[config.mk]
export PLATFORM = sky130hd
export DESIGN_NAME = ssc_ctrl
export DESIGN_NICKNAME = d
export VERILOG_FILES = /design/src/hw/rtl/ssc_pkg.sv /design/src/hw/rtl/ssc_ctrl.sv
export SDC_FILE = /design/constraint.sdc
export NUM_CORES = 1
export LEC_CHECK = 0
export BUFFER_PORTS_ARGS = -buffer_cell sky130_fd_sc_hd__buf_2
export CAP_MARGIN = 20
export CORE_MARGIN = 2
export CORE_UTILIZATION = 25
export DETAILED_ROUTE_END_ITERATION = 8
export PLACE_DENSITY_LB_ADDON = 0.12
export SYNTH_ARGS = -nofsm -noshare
export SYNTH_HDL_FRONTEND = slang
export SYNTH_SLANG_ARGS = --single-unit
[constraint.sdc]
create_clock -name clock -period 8.7 [get_ports clock]
set_input_delay 1.74 -clock clock [delete_from_list [all_inputs] [get_ports clock]]
set_output_delay 1.74 -clock clock [all_outputs]
set_load 0.05 [all_outputs]
[src/hw/rtl/ssc_pkg.sv]
// Shared types, constants and helpers for the spaced sample collector.
// Used by the lane, control, top-level and checker files; depends on nothing.

package ssc_pkg;

   localparam int LANES       = 4;
   localparam int STORE_DEPTH = 256;
   localparam int SAMPLE_BITS = 16;

   localparam int PORT_LANES = 4;
   localparam int AXES       = 3;
   localparam int SLOT_W     = 16;
   localparam int VEC_W      = AXES * SLOT_W;
   localparam int DIFF_W     = SLOT_W + 1;
   localparam int SQ_W       = 2 * SLOT_W;
   localparam int SUM_W      = SQ_W + 2;
   localparam int ADDR_W     = $clog2(STORE_DEPTH);
   localparam int FILL_W     = 9;
   localparam int DIST_W     = 32;
   localparam int PPS_W      = 9;
   localparam int KIND_W     = 2;
   localparam int CSR_IDX_W  = 2;

   // compare pipeline depth after the last scan address
   localparam int DRAIN_CYCLES = 3;
   localparam int DRAIN_W      = 2;

   localparam logic [KIND_W-1:0] KIND_SAMPLE = 2'd0;
   localparam logic [KIND_W-1:0] KIND_SIDE   = 2'd1;
   localparam logic [KIND_W-1:0] KIND_CLEAR  = 2'd2;

   localparam logic [CSR_IDX_W-1:0] CSR_MIN_DIST = 2'd0;
   localparam logic [CSR_IDX_W-1:0] CSR_PPS      = 2'd1;

   localparam logic [DIST_W-1:0] MIN_DIST_RESET = 32'd10000;
   localparam logic [PPS_W-1:0]  PPS_RESET      = 9'd40;

   // request tdata layout
   localparam int REQ_UPD_LSB  = PORT_LANES * VEC_W;
   localparam int REQ_PRES_LSB = REQ_UPD_LSB + PORT_LANES;
   localparam int REQ_DATA_W   = REQ_PRES_LSB + PORT_LANES;

   // response tdata layout
   localparam int RSP_ACC_BIT    = 0;
   localparam int RSP_REJ_LSB    = 1;
   localparam int RSP_FULL_BIT   = RSP_REJ_LSB + PORT_LANES;
   localparam int RSP_SIDE_LSB   = RSP_FULL_BIT + 1;
   localparam int RSP_DONE_BIT   = RSP_SIDE_LSB + FILL_W;
   localparam int RSP_COUNT_LSB  = RSP_DONE_BIT + 1;
   localparam int RSP_FIELDS_W   = RSP_COUNT_LSB + PORT_LANES * FILL_W;
   localparam int RSP_DATA_W     = ((RSP_FIELDS_W + 7) / 8) * 8;

   typedef logic [VEC_W-1:0] vec_type;

   typedef struct packed {
      logic              start;     // new item: drop the sticky reject
      logic              scan_vld;
      logic [ADDR_W-1:0] scan_addr;
      logic              commit;    // set accepted: present lanes append
      logic              clear;     // empty the store
   } lane_cmd_type;

   typedef struct packed {
      logic [FILL_W-1:0] fill;
      logic              reject;
   } lane_stat_type;

   // one axis of a packed vector, sign-extended from bit SAMPLE_BITS-1 of its slot
   function automatic logic signed [DIFF_W-1:0] axis_value(input vec_type v,
                                                           input logic [1:0] axis);
      logic [SLOT_W-1:0] slot;
      slot = v[axis*SLOT_W +: SLOT_W];
      return $signed({{(DIFF_W-SAMPLE_BITS){slot[SAMPLE_BITS-1]}},
                      slot[SAMPLE_BITS-1:0]});
   endfunction

endpackage

[src/hw/rtl/ssc_ctrl.sv]
// Sequencer and merge stage: item capture, scan control, accept decision, side count,
// configuration registers and the result register. Depends on ssc_pkg.

module ssc_ctrl (
   input  logic                              clock,
   input  logic                              reset,
   input  logic                              req_tvalid,
   output logic                              req_tready,
   input  logic [ssc_pkg::REQ_DATA_W-1:0]    req_tdata,
   input  logic [ssc_pkg::KIND_W-1:0]        req_tuser,
   output logic                              rsp_tvalid,
   input  logic                              rsp_tready,
   output logic [ssc_pkg::RSP_DATA_W-1:0]    rsp_tdata,
   input  logic                              csr_valid,
   output logic                              csr_ready,
   input  logic [ssc_pkg::CSR_IDX_W-1:0]     csr_index,
   input  logic [ssc_pkg::DIST_W-1:0]        csr_data,
   output ssc_pkg::lane_cmd_type             cmd,
   output ssc_pkg::vec_type                  lane_vec [ssc_pkg::LANES],
   output logic [ssc_pkg::LANES-1:0]         lane_upd,
   output logic [ssc_pkg::LANES-1:0]         lane_pres,
   output logic [ssc_pkg::DIST_W-1:0]        min_dist,
   input  ssc_pkg::lane_stat_type            lane_stat [ssc_pkg::LANES]
);

   typedef enum logic [3:0] {
      ST_IDLE   = 4'b0001,
      ST_SCAN   = 4'b0010,
      ST_DRAIN  = 4'b0100,
      ST_DECIDE = 4'b1000
   } state_type;

   state_type                          state_ff, state_in;
   logic [ssc_pkg::ADDR_W-1:0]         addr_ff, addr_in;
   logic [ssc_pkg::DRAIN_W-1:0]        drain_ff, drain_in;
   logic [ssc_pkg::KIND_W-1:0]         kind_ff;
   ssc_pkg::vec_type                   vec_ff [ssc_pkg::LANES];
   logic [ssc_pkg::LANES-1:0]          upd_ff, pres_ff;
   logic                               do_set_ff, do_set_in;
   logic [ssc_pkg::FILL_W-1:0]         side_ff, side_in;
   logic [ssc_pkg::DIST_W-1:0]         min_dist_ff;
   logic [ssc_pkg::PPS_W-1:0]          pps_ff;
   logic                               rsp_valid_ff, rsp_valid_in;
   logic [ssc_pkg::RSP_DATA_W-1:0]     rsp_data_ff, rsp_data_in;
   logic                               req_xfer, fire;
   logic [ssc_pkg::PORT_LANES-1:0]     rej, full_lanes;
   logic                               full, acc;

   assign req_tready = (state_ff == ST_IDLE);
   assign req_xfer   = req_tvalid & req_tready;
   assign csr_ready  = 1'b1;
   assign do_set_in  = (req_tuser == ssc_pkg::KIND_SAMPLE) && (side_ff < pps_ff);
   // result register must be free before the decision is committed
   assign fire       = (state_ff == ST_DECIDE) & (~rsp_valid_ff | rsp_tready);

   always_comb begin
      state_in = state_ff;
      addr_in  = addr_ff;
      drain_in = drain_ff;
      case (state_ff)
         ST_IDLE: begin
            if (req_xfer) begin
               addr_in  = '0;
               state_in = do_set_in ? ST_SCAN : ST_DECIDE;
            end
         end
         ST_SCAN: begin
            addr_in = addr_ff + 1'b1;
            if (addr_ff == ssc_pkg::ADDR_W'(ssc_pkg::STORE_DEPTH - 1)) begin
               drain_in = ssc_pkg::DRAIN_W'(ssc_pkg::DRAIN_CYCLES - 1);
               state_in = ST_DRAIN;
            end
         end
         ST_DRAIN: begin
            drain_in = drain_ff - 1'b1;
            if (drain_ff == '0) begin
               state_in = ST_DECIDE;
            end
         end
         ST_DECIDE: begin
            if (fire) begin
               state_in = ST_IDLE;
            end
         end
         default: begin
            state_in = ST_IDLE;
         end
      endcase
   end

   // merge what the lanes found
   always_comb begin
      rej        = '0;
      full_lanes = '0;
      for (int l = 0; l < ssc_pkg::LANES; l++) begin
         rej[l]        = lane_stat[l].reject;
         full_lanes[l] = (lane_stat[l].fill == ssc_pkg::FILL_W'(ssc_pkg::STORE_DEPTH));
      end
      full = do_set_ff & (|(full_lanes[ssc_pkg::LANES-1:0] & pres_ff));
      acc  = do_set_ff & ~full & (rej == '0);
   end

   always_comb begin
      side_in = side_ff;
      if (fire) begin
         if ((kind_ff == ssc_pkg::KIND_SIDE) || (kind_ff == ssc_pkg::KIND_CLEAR)) begin
            side_in = '0;
         end else if (acc) begin
            side_in = side_ff + 1'b1;
         end
      end
   end

   always_comb begin
      logic [ssc_pkg::FILL_W-1:0] cnt;
      rsp_data_in = '0;
      rsp_data_in[ssc_pkg::RSP_ACC_BIT] = acc;
      rsp_data_in[ssc_pkg::RSP_REJ_LSB +: ssc_pkg::PORT_LANES] = do_set_ff ? rej : '0;
      rsp_data_in[ssc_pkg::RSP_FULL_BIT] = full;
      rsp_data_in[ssc_pkg::RSP_SIDE_LSB +: ssc_pkg::FILL_W] = side_in;
      rsp_data_in[ssc_pkg::RSP_DONE_BIT] = ({1'b0, side_in} >= {1'b0, pps_ff});
      for (int l = 0; l < ssc_pkg::LANES; l++) begin
         cnt = lane_stat[l].fill;
         if (kind_ff == ssc_pkg::KIND_CLEAR) begin
            cnt = '0;
         end else if (acc && pres_ff[l]) begin
            cnt = lane_stat[l].fill + 1'b1;
         end
         rsp_data_in[ssc_pkg::RSP_COUNT_LSB + l*ssc_pkg::FILL_W +: ssc_pkg::FILL_W] = cnt;
      end
   end

   always_comb begin
      rsp_valid_in = rsp_valid_ff;
      if (fire) begin
         rsp_valid_in = 1'b1;
      end else if (rsp_tready) begin
         rsp_valid_in = 1'b0;
      end
   end

   // capture the item; payload needs no reset
   always_ff @(posedge clock) begin
      if (req_xfer) begin
         kind_ff   <= req_tuser;
         do_set_ff <= do_set_in;
         upd_ff    <= req_tdata[ssc_pkg::REQ_UPD_LSB +: ssc_pkg::LANES];
         pres_ff   <= req_tdata[ssc_pkg::REQ_PRES_LSB +: ssc_pkg::LANES];
         for (int l = 0; l < ssc_pkg::LANES; l++) begin
            vec_ff[l] <= req_tdata[l*ssc_pkg::VEC_W +: ssc_pkg::VEC_W];
         end
      end
      if (fire) begin
         rsp_data_ff <= rsp_data_in;
      end
      addr_ff  <= addr_in;
      drain_ff <= drain_in;
   end

   always_ff @(posedge clock) begin
      if (reset) begin
         state_ff     <= ST_IDLE;
         side_ff      <= '0;
         rsp_valid_ff <= 1'b0;
         min_dist_ff  <= ssc_pkg::MIN_DIST_RESET;
         pps_ff       <= ssc_pkg::PPS_RESET;
      end else begin
         state_ff     <= state_in;
         side_ff      <= side_in;
         rsp_valid_ff <= rsp_valid_in;
         if (csr_valid && (csr_index == ssc_pkg::CSR_MIN_DIST)) begin
            min_dist_ff <= csr_data;
         end
         if (csr_valid && (csr_index == ssc_pkg::CSR_PPS)) begin
            pps_ff <= csr_data[ssc_pkg::PPS_W-1:0];
         end
      end
   end

   assign cmd.start     = req_xfer;
   assign cmd.scan_vld  = (state_ff == ST_SCAN);
   assign cmd.scan_addr = addr_ff;
   assign cmd.commit    = fire & acc;
   assign cmd.clear     = fire & (kind_ff == ssc_pkg::KIND_CLEAR);

   assign lane_vec   = vec_ff;
   assign lane_upd   = upd_ff;
   assign lane_pres  = pres_ff;
   assign min_dist   = min_dist_ff;
   assign rsp_tvalid = rsp_valid_ff;
   assign rsp_tdata  = rsp_data_ff;

endmodule

## After elaboration in Yosys (flattened, before gate mapping)

Cells that the tools add are included.

- Latch bits: 0
- Memories: 0
- Output and inout port bits: 303
- Bits in registers: 320
- Bits in read-only memories: 0
- Memory bits (writable): 0

- Multiply operators: 0
- Equality and inequality tests: 16
- Magnitude comparators: 2
- Reductions and logical operators: 19
- $add $sub $neg: 7
- Divide/modulo/power cells: 0
- Muxes and demuxes: 19
- Shifts and indexed selects: 0
- Bitwise operators: 11

Operator list:

| cell | number |
|---|---|
| $mux 9 | 7 |
| $add 9x1->9 const B | 5 |
| $eq 9x9->1 const B | 4 |
| $mux 4 | 5 |
| $pmux 4 s4 | 1 |
| $pmux 8 s2 | 1 |
| $ge 9x9->1 | 1 |
| $lt 9x9->1 | 1 |
| $add 8x1->8 const B | 1 |
| $eq 8x8->1 const B | 1 |
| $mux 8 | 1 |
| $and 1x1->1 | 7 |
| $logic_and 1x1->1 | 7 |
| $logic_not 2->1 | 3 |
| $reduce_bool 2->1 | 3 |
| $and 4x4->4 | 1 |
| $eq 2x1->1 const B | 2 |
| $eq 4x1->1 const B | 1 |
| $eq 4x2->1 const B | 1 |
| $eq 4x3->1 const B | 1 |
| $eq 4x4->1 const B | 1 |
| $logic_not 4->1 | 1 |
| $ne 2x1->1 const B | 2 |
| $ne 2x2->1 const B | 2 |
| other kinds (11) | 14 |

## Logic depth before layout (Yosys ltp)

- Word-level depth: 11
- Depth in mapped cells: 14

## Worst setup path before layout

No wires, ideal clock.

- Kind: flip-flop to output port
- From: register state_ff[0]
- To: output cmd[11] in the netlist's numbering
- Stages on the path, launching flop included: 6
- Path slack: -0.438 ns
- Required time: 6.960 ns
- Buffers on the path: 2
- Data arrival time: 7.398 ns
- Path through: dfxtp_1 clkbuf_1 nor4b_1 nand2_1 inv_1 buf_4

- Longest elaborated chain between the ends: 2

Ends and longest elaborated chain:

| item | line | text |
|---|---|---|
| start, declared | ssc_ctrl.sv:33 | `state_type state_ff, state_in;` |
| start signal, assigned | ssc_ctrl.sv:168 | `state_ff <= state_in;` |
| $eq 4x1->1 | ssc_ctrl.sv:49 | `assign req_tready = (state_ff == ST_IDLE);` |
| net req_tready | ssc_ctrl.sv:8 | `output logic req_tready,` |
| $and 1x1->1 | ssc_ctrl.sv:50 | `assign req_xfer = req_tvalid & req_tready;` |
| end, declared | ssc_ctrl.sv:18 | `output ssc_pkg::lane_cmd_type cmd,` |

The timed path passes the listed nets, and every way through them passes these cells.

==> metrics.yaml <==
clock_tree:
  clockRootBuffer: "sky130_fd_sc_hd__clkbuf_16"
  cts.path.max_buffers: 3
  cts.sink_count: 320
  htree_num_levels: 2
  cts.repair_timing.setup_buffer_count: 0
  insertion_delay_ns: 0.54
  clk_transition_reported_paths_ns: 0.06
  cts_tree: "built"
  cts-hold-fix-buffers: 0
  tritoncts.num_buffers: 39
  cts_resizes: 0
routing:
  ant_nets: 0
  post_drt_via_cell_ratio: 4.33
  drt_first_pass_iters: 5
  detailroute.via_count: 9486
  drc_errors: 0
  wirelength_um: 43000
  drt_first_iter_violations: 540
  routedWlPerCell_um: 19.6
power:
  totalPowerFinal_mw: 3.94
  power.share.switching: 0.281
  share_comb_of_total_power: 0.148
  clock_share_of_power: 0.396
  maximum_ir_drop_on_the_vdd_rail_mv: 0.147
  net-switching-power_mw: 1.11
  power_report.internal_total_mw: 2.83
  cellPowerDensity_mw_per_mm2: 227
  p_seq_frac: 0.456
  power.static_leakage_nw: 7.09
place:
  placement.setup.worst_slack_ns: 3.48
  port_buffers: 578
  dp.final_hpwl_um: 32500
  dpl_cell_area_mm2: 0.0161
  globalplace.congestion: 0.838
setup_path:
  timing.critical_path.slowest_cell_delay_ns: 0.62
  worst_path_most_repeated_cell: "sky130_fd_sc_hd__buf_2"
  worstPathMaxFanout: 22
  worstSetupPathType: "in2out"
  critical_path.reg2reg.startpoint: "state_ff[0]"
  setup.reg_to_reg.worst_slack_ns: 5.00
  setup.worst_path.start: "lane_stat[16]"
  cp-start-kind: "primary input"
  critical-path-slowest-cell: "sky130_fd_sc_hd__nor4b_1"
  timing.critical_path.to_type: "output pin"
  arr_time_crit_path_ns: 3.58
  ordered_list_of_cells_on_the_worst_path: "buf_2, nor4b_1, nand4_1, and4_1, buf_4, nand2_1, nor2_1, buf_2"
  critPathRequiredTime_ns: 6.96
sta:
  period_share: 0.611
  hold_viol_final: 0
  timing_worst_slew_pin_value_ns: 1.14
  clock-skew-final_ns: 0.0115
  final.setup.tns_ns: 0
  achievable-frequency_mhz: 188
  grt_setup_unrepaired: "false"
  finalMaxSlewViolations: 0
  fin_crit_ns: 5.32
  worst_slack_ns: 3.38
  worst_slew_margin_rel: 0.239
  report.final.setup_viol: 0
cells_and_area:
  stdcell_area_mm2: 0.0174
  finalCoreUtilization: 0.349
  nets: 1798
  share_of_final_layout_standard_cells_stronger_than_drive_strength_1: 0.443
  fill_cells: 5082
  syn2layout_area_growth_pct: 38.5
die:
  floorplan_die_width_um: 228
  initial_core_util: 0.252
  num_rows: 82
  top_level_ports: 584
  dieHeight_um: 228
  fp.dieArea_mm2: 0.0520
  core_mm2: 0.0499
global_routing:
  number_of_antenna_violations_at_the_first_check_in_global_routing: 9
  largest_net_degree_at_the_start_of_global_routing: 182
  grt_pass1_vias: 9142
  gr-usage-all-layers: 0.159
  grt.overflow.total: 0
  grt_first_pass_wirelength_um: 61700
synthesis:
  synth.yosys.warnings: 0
  synth_top_flop_cell: "sky130_fd_sc_hd__edfxtp_1"
  yosysSeqAreaShare: 0.721
  number_of_flops_mapped_to_enable_cells_by_yosys: 265
  seq_cells_post_synth: 320
  number_of_instances_in_the_synthesized_netlist: 909
  synthesis.area_mm2: 0.0126
  async_flop_share: 0
  postSynthAreaPerCell_um2: 13.8
  post_synth_cell_types: 60
status:
  status: "finished, final reports clean"
hold_path:
  hold_start: "min_dist[3]"
  min_path_type: "reg2reg"
job:
  drv.max_cap_violation_count: 0
cells by family after synthesis:
logic type,count (synthesis),synth area share
and+or+nand+nor,307,0.125
xor gates and xnor gates,6,0.00418
DFF,320,0.721
buffers and inverters,90,0.0308
muxes,27,0.0231
adders and majority gates,29,0.0289
AOI/OAI and AO/OA,128,0.0665
other,2,0.000598
power by group through the flow:
| stage | clock network, mW | registers [mW] | logic [mW] |
|---|---|---|---|
| detailed placement | 0 | 1.83 | 0.588 |
| finish | 1.56 | 1.80 | 0.582 |
| global placement | 0 | 1.83 | 0.589 |
| global route | 1.68 | 1.80 | 0.614 |
| floorplan | 0 | 2.12 | 0.110 |
| CTS | 1.62 | 1.80 | 0.588 |
synthesized netlist by cell type, types with 4 or more instances:
library cell | n | area share
sky130_fd_sc_hd__buf_4 | 8 | 0.0048
sky130_fd_sc_hd__nand2b_1 | 5 | 0.0025
sky130_fd_sc_hd__or3_1 | 4 | 0.0020
sky130_fd_sc_hd__inv_1 | 35 | 0.010
sky130_fd_sc_hd__o31ai_1 | 22 | 0.013
sky130_fd_sc_hd__and3_1 | 7 | 0.0035
sky130_fd_sc_hd__edfxtp_1 | 265 | 0.63
sky130_fd_sc_hd__a31o_2 | 4 | 0.0028
sky130_fd_sc_hd__nand2_1 | 102 | 0.030
sky130_fd_sc_hd__ha_1 | 29 | 0.029
sky130_fd_sc_hd__nand4_1 | 21 | 0.010
sky130_fd_sc_hd__nand3_1 | 23 | 0.0092
sky130_fd_sc_hd__or4_1 | 14 | 0.0084
sky130_fd_sc_hd__nor3_1 | 28 | 0.011
sky130_fd_sc_hd__xor2_1 | 4 | 0.0028
sky130_fd_sc_hd__a21oi_1 | 59 | 0.024
sky130_fd_sc_hd__mux2_2 | 15 | 0.013
sky130_fd_sc_hd__buf_2 | 9 | 0.0036
sky130_fd_sc_hd__nor2_1 | 48 | 0.014
sky130_fd_sc_hd__a311oi_1 | 6 | 0.0042
sky130_fd_sc_hd__nor4_1 | 6 | 0.0030
sky130_fd_sc_hd__clkbuf_1 | 33 | 0.0099
sky130_fd_sc_hd__dfxtp_1 | 55 | 0.088
sky130_fd_sc_hd__a211oi_1 | 4 | 0.0024
sky130_fd_sc_hd__nor4b_1 | 5 | 0.0035
sky130_fd_sc_hd__mux2i_1 | 11 | 0.0088
sky130_fd_sc_hd__o21ai_0 | 8 | 0.0032
sky130_fd_sc_hd__nor2b_1 | 17 | 0.0085
sky130_fd_sc_hd__and2_1 | 9 | 0.0045
sky130_fd_sc_hd__and4_1 | 4 | 0.0028
routing by layer:
metal / vias up / wire length (um) / global-route usage
met5: - / 27 / 0
met3: 68 / 2910 / 0.0459
met2: 353 / 22900 / 0.290
met1: 4506 / 16000 / 0.175
li1: 4555 / - / -
met4: 4 / 1190 / 0.0603
sequential cells by signal (all words and copies together) (netlist names):
register,count
addr_ff,8
do_set_ff,1
drain_ff,2
kind_ff,2
lane_pres,4
lane_upd,4
lane_vec,192
min_dist,32
pps_ff,9
rsp_tdata,52
rsp_tvalid,1
side_ff,9
state_ff,4
through the flow:
| stage | std cells | hold WS, ns |
|---|---|---|
| global route | 2192 | 0.471 |
| detailed placement | 2118 | 0.444 |
| floorplan | 912 | 0.463 |
| CTS | 2187 | 0.452 |
| finish | 2192 | 0.450 |
| global placement | 2118 | 0.440 |
path summary, 6_finish.rpt:
check | to | cells after the start
setup / recovery | cmd[1] | 8
hold / removal | min_dist[3] | 2
setup reg to reg | rsp_tdata[15] | 11
hold reg to reg | min_dist[3] | 2
cells in the final DEF, fill, tap and decap left out, types with 21 or more instances in the layout:
cell / netlist / routed
sky130_fd_sc_hd__nand3_1: 23 / 22
sky130_fd_sc_hd__buf_2: 9 / 578
sky130_fd_sc_hd__nor2_1: 48 / 48
sky130_fd_sc_hd__dfxtp_1: 55 / 55
sky130_fd_sc_hd__edfxtp_1: 265 / 265
sky130_fd_sc_hd__nand4_1: 21 / 21
sky130_fd_sc_hd__inv_1: 35 / 33
sky130_fd_sc_hd__a21oi_1: 59 / 59
sky130_fd_sc_hd__nor3_1: 28 / 28
sky130_fd_sc_hd__nand2_1: 102 / 102
sky130_fd_sc_hd__ha_1: 29 / 28
sky130_fd_sc_hd__clkbuf_16: 0 / 41
sky130_fd_sc_hd__o31ai_1: 22 / 22
critical path, delay by kind of cell:
family                 cells  cell delay (ns)
and+or+nand+nor            5             1.24
buffers and inverters      3             0.58
cell type report:
class / count / area (um2) / share of cell area
sequential: 320 / 9060 / 0.521
multi-input combinational: 502 / 3140 / 0.180
timing repair buffer: 587 / 2990 / 0.172
clock buffer: 55 / 1100 / 0.0632
tap: 672 / 841 / 0.0483
inverter: 38 / 146 / 0.00842
clock inverter: 14 / 115 / 0.00662
antenna: 4 / 10.0 / 0.000575
Note: power is estimated with default switching activity, not from simulation.
